<file path="src/hw/rtl/dcrf_pkg.sv">
// ============================================================================
// dcrf_pkg - shared types and constants for the DHCP client retry core
// Phase and action codes, configuration register map and register file type.
// ============================================================================
package dcrf_pkg;

    // Phase codes
    typedef logic [1:0] t_phase;
    localparam t_phase PH_START = 2'd0;
    localparam t_phase PH_DISC  = 2'd1;
    localparam t_phase PH_REQ   = 2'd2;
    localparam t_phase PH_DONE  = 2'd3;

    // Action codes
    typedef logic [1:0] t_action;
    localparam t_action ACT_NONE     = 2'd0;
    localparam t_action ACT_DISCOVER = 2'd1;
    localparam t_action ACT_REQUEST  = 2'd2;
    localparam t_action ACT_DONE     = 2'd3;

    // Configuration port
    localparam int CFG_IDX_W  = 3;
    localparam int CFG_DATA_W = 11;
    typedef logic [CFG_IDX_W-1:0]  t_cfg_idx;
    typedef logic [CFG_DATA_W-1:0] t_cfg_data;

    localparam t_cfg_idx CFG_TPS        = 3'd0;
    localparam t_cfg_idx CFG_DISC_CAP   = 3'd1;
    localparam t_cfg_idx CFG_REQ_LIMIT  = 3'd2;
    localparam t_cfg_idx CFG_OFFER_CODE = 3'd3;
    localparam t_cfg_idx CFG_ACK_CODE   = 3'd4;

    localparam int TPS_W = 11;
    localparam int SEC_W = 8;
    localparam int MSG_W = 8;
    // seconds * ticks_per_second
    localparam int PROD_W = TPS_W + SEC_W;

    typedef struct packed {
        logic [TPS_W-1:0] tps;
        logic [SEC_W-1:0] disc_cap;
        logic [SEC_W-1:0] req_limit;
        logic [MSG_W-1:0] offer_code;
        logic [MSG_W-1:0] ack_code;
    } t_cfg;

    localparam logic [TPS_W-1:0] TPS_RESET        = 11'd100;
    localparam logic [SEC_W-1:0] DISC_CAP_RESET   = 8'd60;
    localparam logic [SEC_W-1:0] REQ_LIMIT_RESET  = 8'd10;
    localparam logic [MSG_W-1:0] OFFER_CODE_RESET = 8'd2;
    localparam logic [MSG_W-1:0] ACK_CODE_RESET   = 8'd5;

endpackage

</file>
<file path="src/hw/rtl/dcrf_step.sv">
// ============================================================================
// dcrf_step - next-state logic of the DHCP client retry core
// Timer countdown, phase transition and interval update for one request.
// ============================================================================
module dcrf_step #(
    parameter int TIMER_WIDTH = 20
) (
    input  dcrf_pkg::t_cfg         i_cfg,
    input  dcrf_pkg::t_phase       i_phase,
    input  logic [TIMER_WIDTH-1:0] i_interval,
    input  logic [TIMER_WIDTH-1:0] i_remaining,
    input  logic                   i_command,
    input  logic [7:0]             i_msg_type,
    output dcrf_pkg::t_phase       o_phase,
    output logic [TIMER_WIDTH-1:0] o_interval,
    output logic [TIMER_WIDTH-1:0] o_remaining,
    output dcrf_pkg::t_action      o_action
);
    import dcrf_pkg::*;

    localparam int W     = TIMER_WIDTH;
    localparam int CMP_W = (W > PROD_W) ? W : PROD_W;

    logic              active;
    logic [W-1:0]      rem_dec;
    logic [W-1:0]      rem_after;
    logic              wake;
    logic [W-1:0]      tps_w;
    logic [PROD_W-1:0] cap_ticks;
    logic [PROD_W-1:0] limit_ticks;
    logic [CMP_W-1:0]  int_cmp;
    logic [W-1:0]      int_dbl;
    logic [W:0]        int_sum;
    logic [W-1:0]      int_add;

    assign active    = (i_phase == PH_DISC) || (i_phase == PH_REQ);
    assign rem_dec   = (i_remaining != '0) ? i_remaining - 1'b1 : '0;
    assign rem_after = (active && !i_command) ? rem_dec : i_remaining;
    assign wake      = active && (i_command || (rem_dec == '0));

    assign tps_w       = {{(W-TPS_W){1'b0}}, i_cfg.tps};
    assign cap_ticks   = {{TPS_W{1'b0}}, i_cfg.disc_cap} * {{SEC_W{1'b0}}, i_cfg.tps};
    assign limit_ticks = {{TPS_W{1'b0}}, i_cfg.req_limit} * {{SEC_W{1'b0}}, i_cfg.tps};
    assign int_cmp     = CMP_W'(i_interval);

    // saturating double and add
    assign int_dbl = i_interval[W-1] ? '1 : {i_interval[W-2:0], 1'b0};
    assign int_sum = {1'b0, i_interval} + {1'b0, tps_w};
    assign int_add = int_sum[W] ? '1 : int_sum[W-1:0];

    always_comb begin
        o_phase     = i_phase;
        o_interval  = i_interval;
        o_remaining = rem_after;
        o_action    = ACT_NONE;
        unique case (i_phase)
            PH_START: begin
                o_interval  = tps_w;
                o_remaining = tps_w;
                o_phase     = PH_DISC;
                o_action    = ACT_DISCOVER;
            end
            PH_DISC: begin
                if (wake) begin
                    if (i_command && (i_msg_type == i_cfg.offer_code)) begin
                        o_interval  = tps_w;
                        o_remaining = tps_w;
                        o_phase     = PH_REQ;
                        o_action    = ACT_REQUEST;
                    end else begin
                        if (int_cmp < CMP_W'(cap_ticks)) begin
                            o_interval  = int_dbl;
                            o_remaining = int_dbl;
                        end else begin
                            o_remaining = i_interval;
                        end
                        o_action = ACT_DISCOVER;
                    end
                end
            end
            PH_REQ: begin
                if (wake) begin
                    if (i_command && (i_msg_type == i_cfg.ack_code)) begin
                        o_phase  = PH_DONE;
                        o_action = ACT_DONE;
                    end else if (int_cmp <= CMP_W'(limit_ticks)) begin
                        o_interval  = int_add;
                        o_remaining = int_add;
                        o_action    = ACT_REQUEST;
                    end else begin
                        // past the limit: back to start, next request rediscovers
                        o_phase  = PH_START;
                        o_action = ACT_NONE;
                    end
                end
            end
            PH_DONE: begin
                o_action = ACT_NONE;
            end
            default: begin
                o_action = ACT_NONE;
            end
        endcase
    end

endmodule

</file>
<file path="src/hw/rtl/dhcp_client_retry_fsm_core.sv">
// ============================================================================
// dhcp_client_retry_fsm_core - DHCP client discover/request retransmission
// Tracks the client phase and retransmission timer; one result per request.
// ============================================================================
// Each input request is a timer tick (command 0) or a received message
// (command 1, msg_type = parsed type). Every request produces exactly one
// result: the action to take (nothing, send discover, send request,
// configured now) and the phase after the request. The core takes one
// request per clock and returns one result per clock while results are
// taken as they appear. A request is held in the input register, goes
// through the single next-state pass and is loaded with its result into
// the state/result register. The output register decouples the sides:
// while a result waits, one more request is taken into an empty input
// register, and then the input stalls until the result drains. Timer
// values are in ticks, TIMER_WIDTH bits, and saturate at all ones.
// Configuration writes (index 0..4, see dcrf_pkg) are always accepted and
// must be issued only while no request is in flight; other indexes are
// dropped. No reset sweep is needed: the core is ready right after reset.
// ============================================================================
module dhcp_client_retry_fsm_core #(
    parameter int TIMER_WIDTH = 20
) (
    input  logic                i_clk,
    input  logic                i_rst_n,
    // request channel
    input  logic                i_in_valid,
    output logic                o_in_ready,
    input  logic                i_command,
    input  logic [7:0]          i_msg_type,
    // result channel
    output logic                o_out_valid,
    input  logic                i_out_ready,
    output dcrf_pkg::t_action   o_action,
    output dcrf_pkg::t_phase    o_phase,
    // configuration write channel
    input  logic                i_cfg_valid,
    output logic                o_cfg_ready,
    input  dcrf_pkg::t_cfg_idx  i_cfg_index,
    input  dcrf_pkg::t_cfg_data i_cfg_data
);
    import dcrf_pkg::*;

    // input register
    logic                   r_in_valid;
    logic                   r_command;
    logic [7:0]             r_msg_type;
    // register file
    t_cfg                   r_cfg;
    // client state
    t_phase                 r_phase;
    logic [TIMER_WIDTH-1:0] r_interval;
    logic [TIMER_WIDTH-1:0] r_remaining;
    // result register
    logic                   r_out_valid;
    t_action                r_action;
    t_phase                 r_out_phase;

    t_phase                 n_phase;
    logic [TIMER_WIDTH-1:0] n_interval;
    logic [TIMER_WIDTH-1:0] n_remaining;
    t_action                n_action;
    logic                   advance;

    // the input stage moves when the result register is free or being drained
    assign advance     = r_in_valid && (!r_out_valid || i_out_ready);
    assign o_in_ready  = !r_in_valid || advance;
    assign o_cfg_ready = 1'b1;

    assign o_out_valid = r_out_valid;
    assign o_action    = r_action;
    assign o_phase     = r_out_phase;

    dcrf_step #(
        .TIMER_WIDTH (TIMER_WIDTH)
    ) u_step (
        .i_cfg       (r_cfg),
        .i_phase     (r_phase),
        .i_interval  (r_interval),
        .i_remaining (r_remaining),
        .i_command   (r_command),
        .i_msg_type  (r_msg_type),
        .o_phase     (n_phase),
        .o_interval  (n_interval),
        .o_remaining (n_remaining),
        .o_action    (n_action)
    );

    // input register
    always_ff @(posedge i_clk) begin
        if (!i_rst_n) begin
            r_in_valid <= 1'b0;
        end else if (o_in_ready) begin
            r_in_valid <= i_in_valid;
        end
    end

    always_ff @(posedge i_clk) begin
        if (i_in_valid && o_in_ready) begin
            r_command  <= i_command;
            r_msg_type <= i_msg_type;
        end
    end

    // configuration registers
    always_ff @(posedge i_clk) begin
        if (!i_rst_n) begin
            r_cfg.tps        <= TPS_RESET;
            r_cfg.disc_cap   <= DISC_CAP_RESET;
            r_cfg.req_limit  <= REQ_LIMIT_RESET;
            r_cfg.offer_code <= OFFER_CODE_RESET;
            r_cfg.ack_code   <= ACK_CODE_RESET;
        end else if (i_cfg_valid && o_cfg_ready) begin
            unique case (i_cfg_index)
                CFG_TPS:        r_cfg.tps        <= i_cfg_data;
                CFG_DISC_CAP:   r_cfg.disc_cap   <= i_cfg_data[SEC_W-1:0];
                CFG_REQ_LIMIT:  r_cfg.req_limit  <= i_cfg_data[SEC_W-1:0];
                CFG_OFFER_CODE: r_cfg.offer_code <= i_cfg_data[MSG_W-1:0];
                CFG_ACK_CODE:   r_cfg.ack_code   <= i_cfg_data[MSG_W-1:0];
                default: begin
                end
            endcase
        end
    end

    // client state and result register
    always_ff @(posedge i_clk) begin
        if (!i_rst_n) begin
            r_phase     <= PH_START;
            r_interval  <= '0;
            r_remaining <= '0;
            r_out_valid <= 1'b0;
        end else begin
            if (advance) begin
                r_phase     <= n_phase;
                r_interval  <= n_interval;
                r_remaining <= n_remaining;
                r_out_valid <= 1'b1;
            end else if (i_out_ready) begin
                r_out_valid <= 1'b0;
            end
        end
    end

    always_ff @(posedge i_clk) begin
        if (advance) begin
            r_action    <= n_action;
            r_out_phase <= n_phase;
        end
    end

endmodule

</file>
<file path="config.mk">
export PLATFORM = sky130hd
export DESIGN_NAME = dhcp_client_retry_fsm_core
export DESIGN_NICKNAME = d
export VERILOG_FILES = /design/src/hw/rtl/dcrf_pkg.sv /design/src/hw/rtl/dcrf_step.sv /design/src/hw/rtl/dhcp_client_retry_fsm_core.sv
export SDC_FILE = /design/constraint.sdc
export NUM_CORES = 1
export LEC_CHECK = 0
export ABC_AREA = 1
export BUFFER_PORTS_ARGS = -buffer_cell sky130_fd_sc_hd__buf_4
export CAP_MARGIN = 10
export CORE_ASPECT_RATIO = 1.5
export CORE_MARGIN = 2
export CORE_UTILIZATION = 50
export DETAILED_ROUTE_END_ITERATION = 7
export PLACE_DENSITY = 0.71
export RECOVER_POWER = 25
export SYNTH_ARGS = -nofsm -noshare
export SYNTH_HDL_FRONTEND = slang
export SYNTH_SLANG_ARGS = --single-unit
</file>
<file path="constraint.sdc">
create_clock -name i_clk -period 10.93 [get_ports i_clk]
set_input_delay 1.093 -clock i_clk [delete_from_list [all_inputs] [get_ports i_clk]]
set_output_delay 1.093 -clock i_clk [all_outputs]
set_load 0.1 [all_outputs]
</file>
==> metrics.yaml <==
clk_pin_slew_worst_paths_ns: 0.08
cp-end-kind: "flip-flop"
path_buf_inv: 5
rr_endpoint: "r_remaining[16]$_SDFFE_PN0P_"
die_y_microns: 216
track_usage_pct: 29.0
die-area_sq_um: 31300
min_path_type: "flip-flop to flip-flop"
crit_slowest_cell: "nand3_1"
max_stage_delay_ns: 0.80
clock_skew_ns: 0.0168
critPathLaunch: "r_cfg[31]$_SDFFE_PN0P_"
reg2reg_depth: 35
slew_headroom_pct: -47.9
numCtsBuffers: 9
required_ns: 11.17
rows: 77
setup_tns_ns: 0
core-area_sq_um: 29500
antenna_found_initial: 0
drt_pass1_iterations: 6
cts_resized: 0
cp-start-kind: "flip-flop"
wl_per_cell_microns: 16.0
grt_max_degree: 56
synth.distinct_cells: 48
timing.final.hold_violations: 0
syn_to_final_growth_pct: 4.81
setup_viol: 0
max_freq_ghz: 0.127
synth_xor_area_share_pct: 2.52
num_antenna_cells: 0
postSynthAreaPerCell_sq_um: 6.18
yosysWarnings: 0
synth_seq_area_share_pct: 14.3
arrival_ns: 8.12
dpl.hpwl_microns: 34600
synth_edf_count: 13
synth_top_family_by_area: "simple AND/OR/NAND/NOR gates"
yosys.area_share.adder_pct: 25.7
worst_pin_slew_ns: 2.22
peakVddDrop_uv: 89.0
cts.sinks: 100
synth_compound_area_share_pct: 9.01
synth-simple-area-share_pct: 33.8
vias_per_cell: 5.35
synth.most_common_cell: "nand2_1"
yosys-top-cells-count: "nand2_1 (760), inv_1 (463), nand3_1 (207), nor2_1 (170), ha_1 (133)"
endpoint: "r_remaining[16]$_SDFFE_PN0P_"
crit_type: "flip-flop to flip-flop"
wirelength_microns: 44500
yosysTopAreaCellShare_pct: 19.1
drive_gt1_share_pct: 4.28
routabilityCongestion: 0.958
grt_overflow: 0
ys_ff_latch: 100
cp_top_family: "adder cells"
ys.flop_type: "dfxtp_1"
crit_top_cell: "nand2_1"
design_power_total_mw: 1.52
crit_cells: 35
synth_area_sq_um: 15000
drv_cap: 1
vias: 14900
r2r_setup_slack_ns: 3.05
violations: "max-capacitance violations, max-slew violations"
syn_nets: 2691
critPathMaxFanout: 24
final_nets: 2649
async_reset_ff_share_pct: 0
power.leakage_nw: 9.12
cts_tree: "yes"
post_cts_buffers: 0
cts_hold_buf: 0
slew_viol_final: 55
power_density_nw_per_um2: 97.1
drt-initial-drc-count: 1095
cts-root-buf: "clkbuf_16"
synth_cells: 2421
post-route-period-util_pct: 72.1
ioPinCount: 35
grt_pass1_wl_microns: 73500
finalCriticalPeriod_ns: 7.88
synth.largest_area_cell: "nand2_1"
first_global_vias: 14800
ant_nets: 0
status: "complete, but fails checks"
port_buffers: 33
clock_latency_ns: 0.37
r2r_start: "r_cfg[31]$_SDFFE_PN0P_"
synthMuxAreaShare_pct: 0
die_x_microns: 145
start_util_pct: 50.7
grt_setup_unrepaired: "false"
synth_area_leaders: "nand2_1 (19%), fa_1 (15%), dfxtp_1 (12%)"
h-tree-depth: 3
clockBufferDepth: 2
drcViolationCount: 0
sequential cells by signal, summed over array words and instances, names as in the netlist:
register,flops
r_cfg,43
o_action,2
r_phase,2
r_in_valid,1
r_remaining,20
r_command,1
r_interval,20
o_out_valid,1
r_msg_type,8
o_phase,2
power breakdown:
part / internal, mW / total [mW] / switching (mW)
registers: 0.388 / 0.420 / 0.0317
clock network: 0.183 / 0.351 / 0.168
logic: 0.262 / 0.750 / 0.489
layer usage:
metal	up-vias	wire length (microns)	global-route usage [%]
met3	153	2220	2.94
met4	0	2720	17.3
met2	544	22400	53.1
met5	-	0	0
met1	6830	17200	32.3
li1	7348	-	-
layout by cell type, fill, tap and decap left out, drive strengths merged, types with 2 or more instances in the layout:
cell    netlist  routed
nand2       774     774
inv         465     468
nand3       211     211
nor2        177     177
ha          133     133
a21oi       122     122
fa          109     109
o21ai       106     106
dfxtp        87      87
buf          21      36
xor2         27      27
nand4        22      22
clkbuf       80      22
xnor2        16      16
nor3         15      15
edfxtp       13      13
nand3b        6       6
o211ai        6       6
nor4          5       5
or2           4       4
clkinv        2       4
o21bai        3       3
a21o          3       3
a31oi         3       3
o22ai         2       2
worst min-delay path by stage:
stage | from | end | depth (start not counted)
2_1_floorplan | r_cfg[14]$_SDFFE_PN0P_ | r_cfg[14]$_SDFFE_PN0P_ | 2
3_3_place_gp | r_cfg[1]$_SDFFE_PN0P_ | r_cfg[1]$_SDFFE_PN0P_ | 2
3_5_place_dp | r_cfg[1]$_SDFFE_PN0P_ | r_cfg[1]$_SDFFE_PN0P_ | 2
4_1_cts | r_cfg[40]$_SDFFE_PN0P_ | r_cfg[40]$_SDFFE_PN0P_ | 2
5_1_grt | r_cfg[1]$_SDFFE_PN0P_ | r_cfg[1]$_SDFFE_PN0P_ | 2
6_report | r_cfg[40]$_SDFFE_PN0P_ | r_cfg[40]$_SDFFE_PN0P_ | 2
kinds of logic after synthesis:
| logic type | Yosys count |
|---|---|
| buffers and inverters | 568 |
| AND/OR/NAND/NOR | 1216 |
| flip-flops | 100 |
| AO/OA/AOI/OAI | 251 |
| XOR/XNOR | 43 |
| other | 1 |
| adder cells (fa/ha/maj) | 242 |
worst register-to-register path: cells and delay by family, from the launching register on:
kind / cells / cell delay, ns
and+or+nand+nor: 17 / 2.37
AOI/OAI and AO/OA: 7 / 1.38
buffers and inverters: 5 / 0.73
DFF: 1 / 0.61
adders and majority gates: 6 / 2.67
cell type report:
class                      instances  area [sq um]
inverter                         467          1750
tap                              395           494
multi-input combinational       1753         10600
clock buffer                      10           229
timing repair buffer              48           353
sequential                       100          2130
fill                            3025         13800
clock inverter                     6          80.1
stage by stage:
stage | worst slack, ns | std cells | utilization (%) | area (sq um) | hold slack (ns)
after CTS | 3.15 | 2779 | 53.2 | 15700 | 0.479
after detailed placement | 3.17 | 2763 | 52.1 | 15400 | 0.467
after global placement | 3.27 | 2763 | 52.1 | 15400 | 0.456
final | 3.05 | 2779 | 53.2 | 15700 | 0.477
after floorplan | 4.15 | 2421 | - | 15000 | 0.442
after global routing | 2.30 | 2779 | 53.2 | 15700 | 0.504
(Power assumes the default switching activity.)
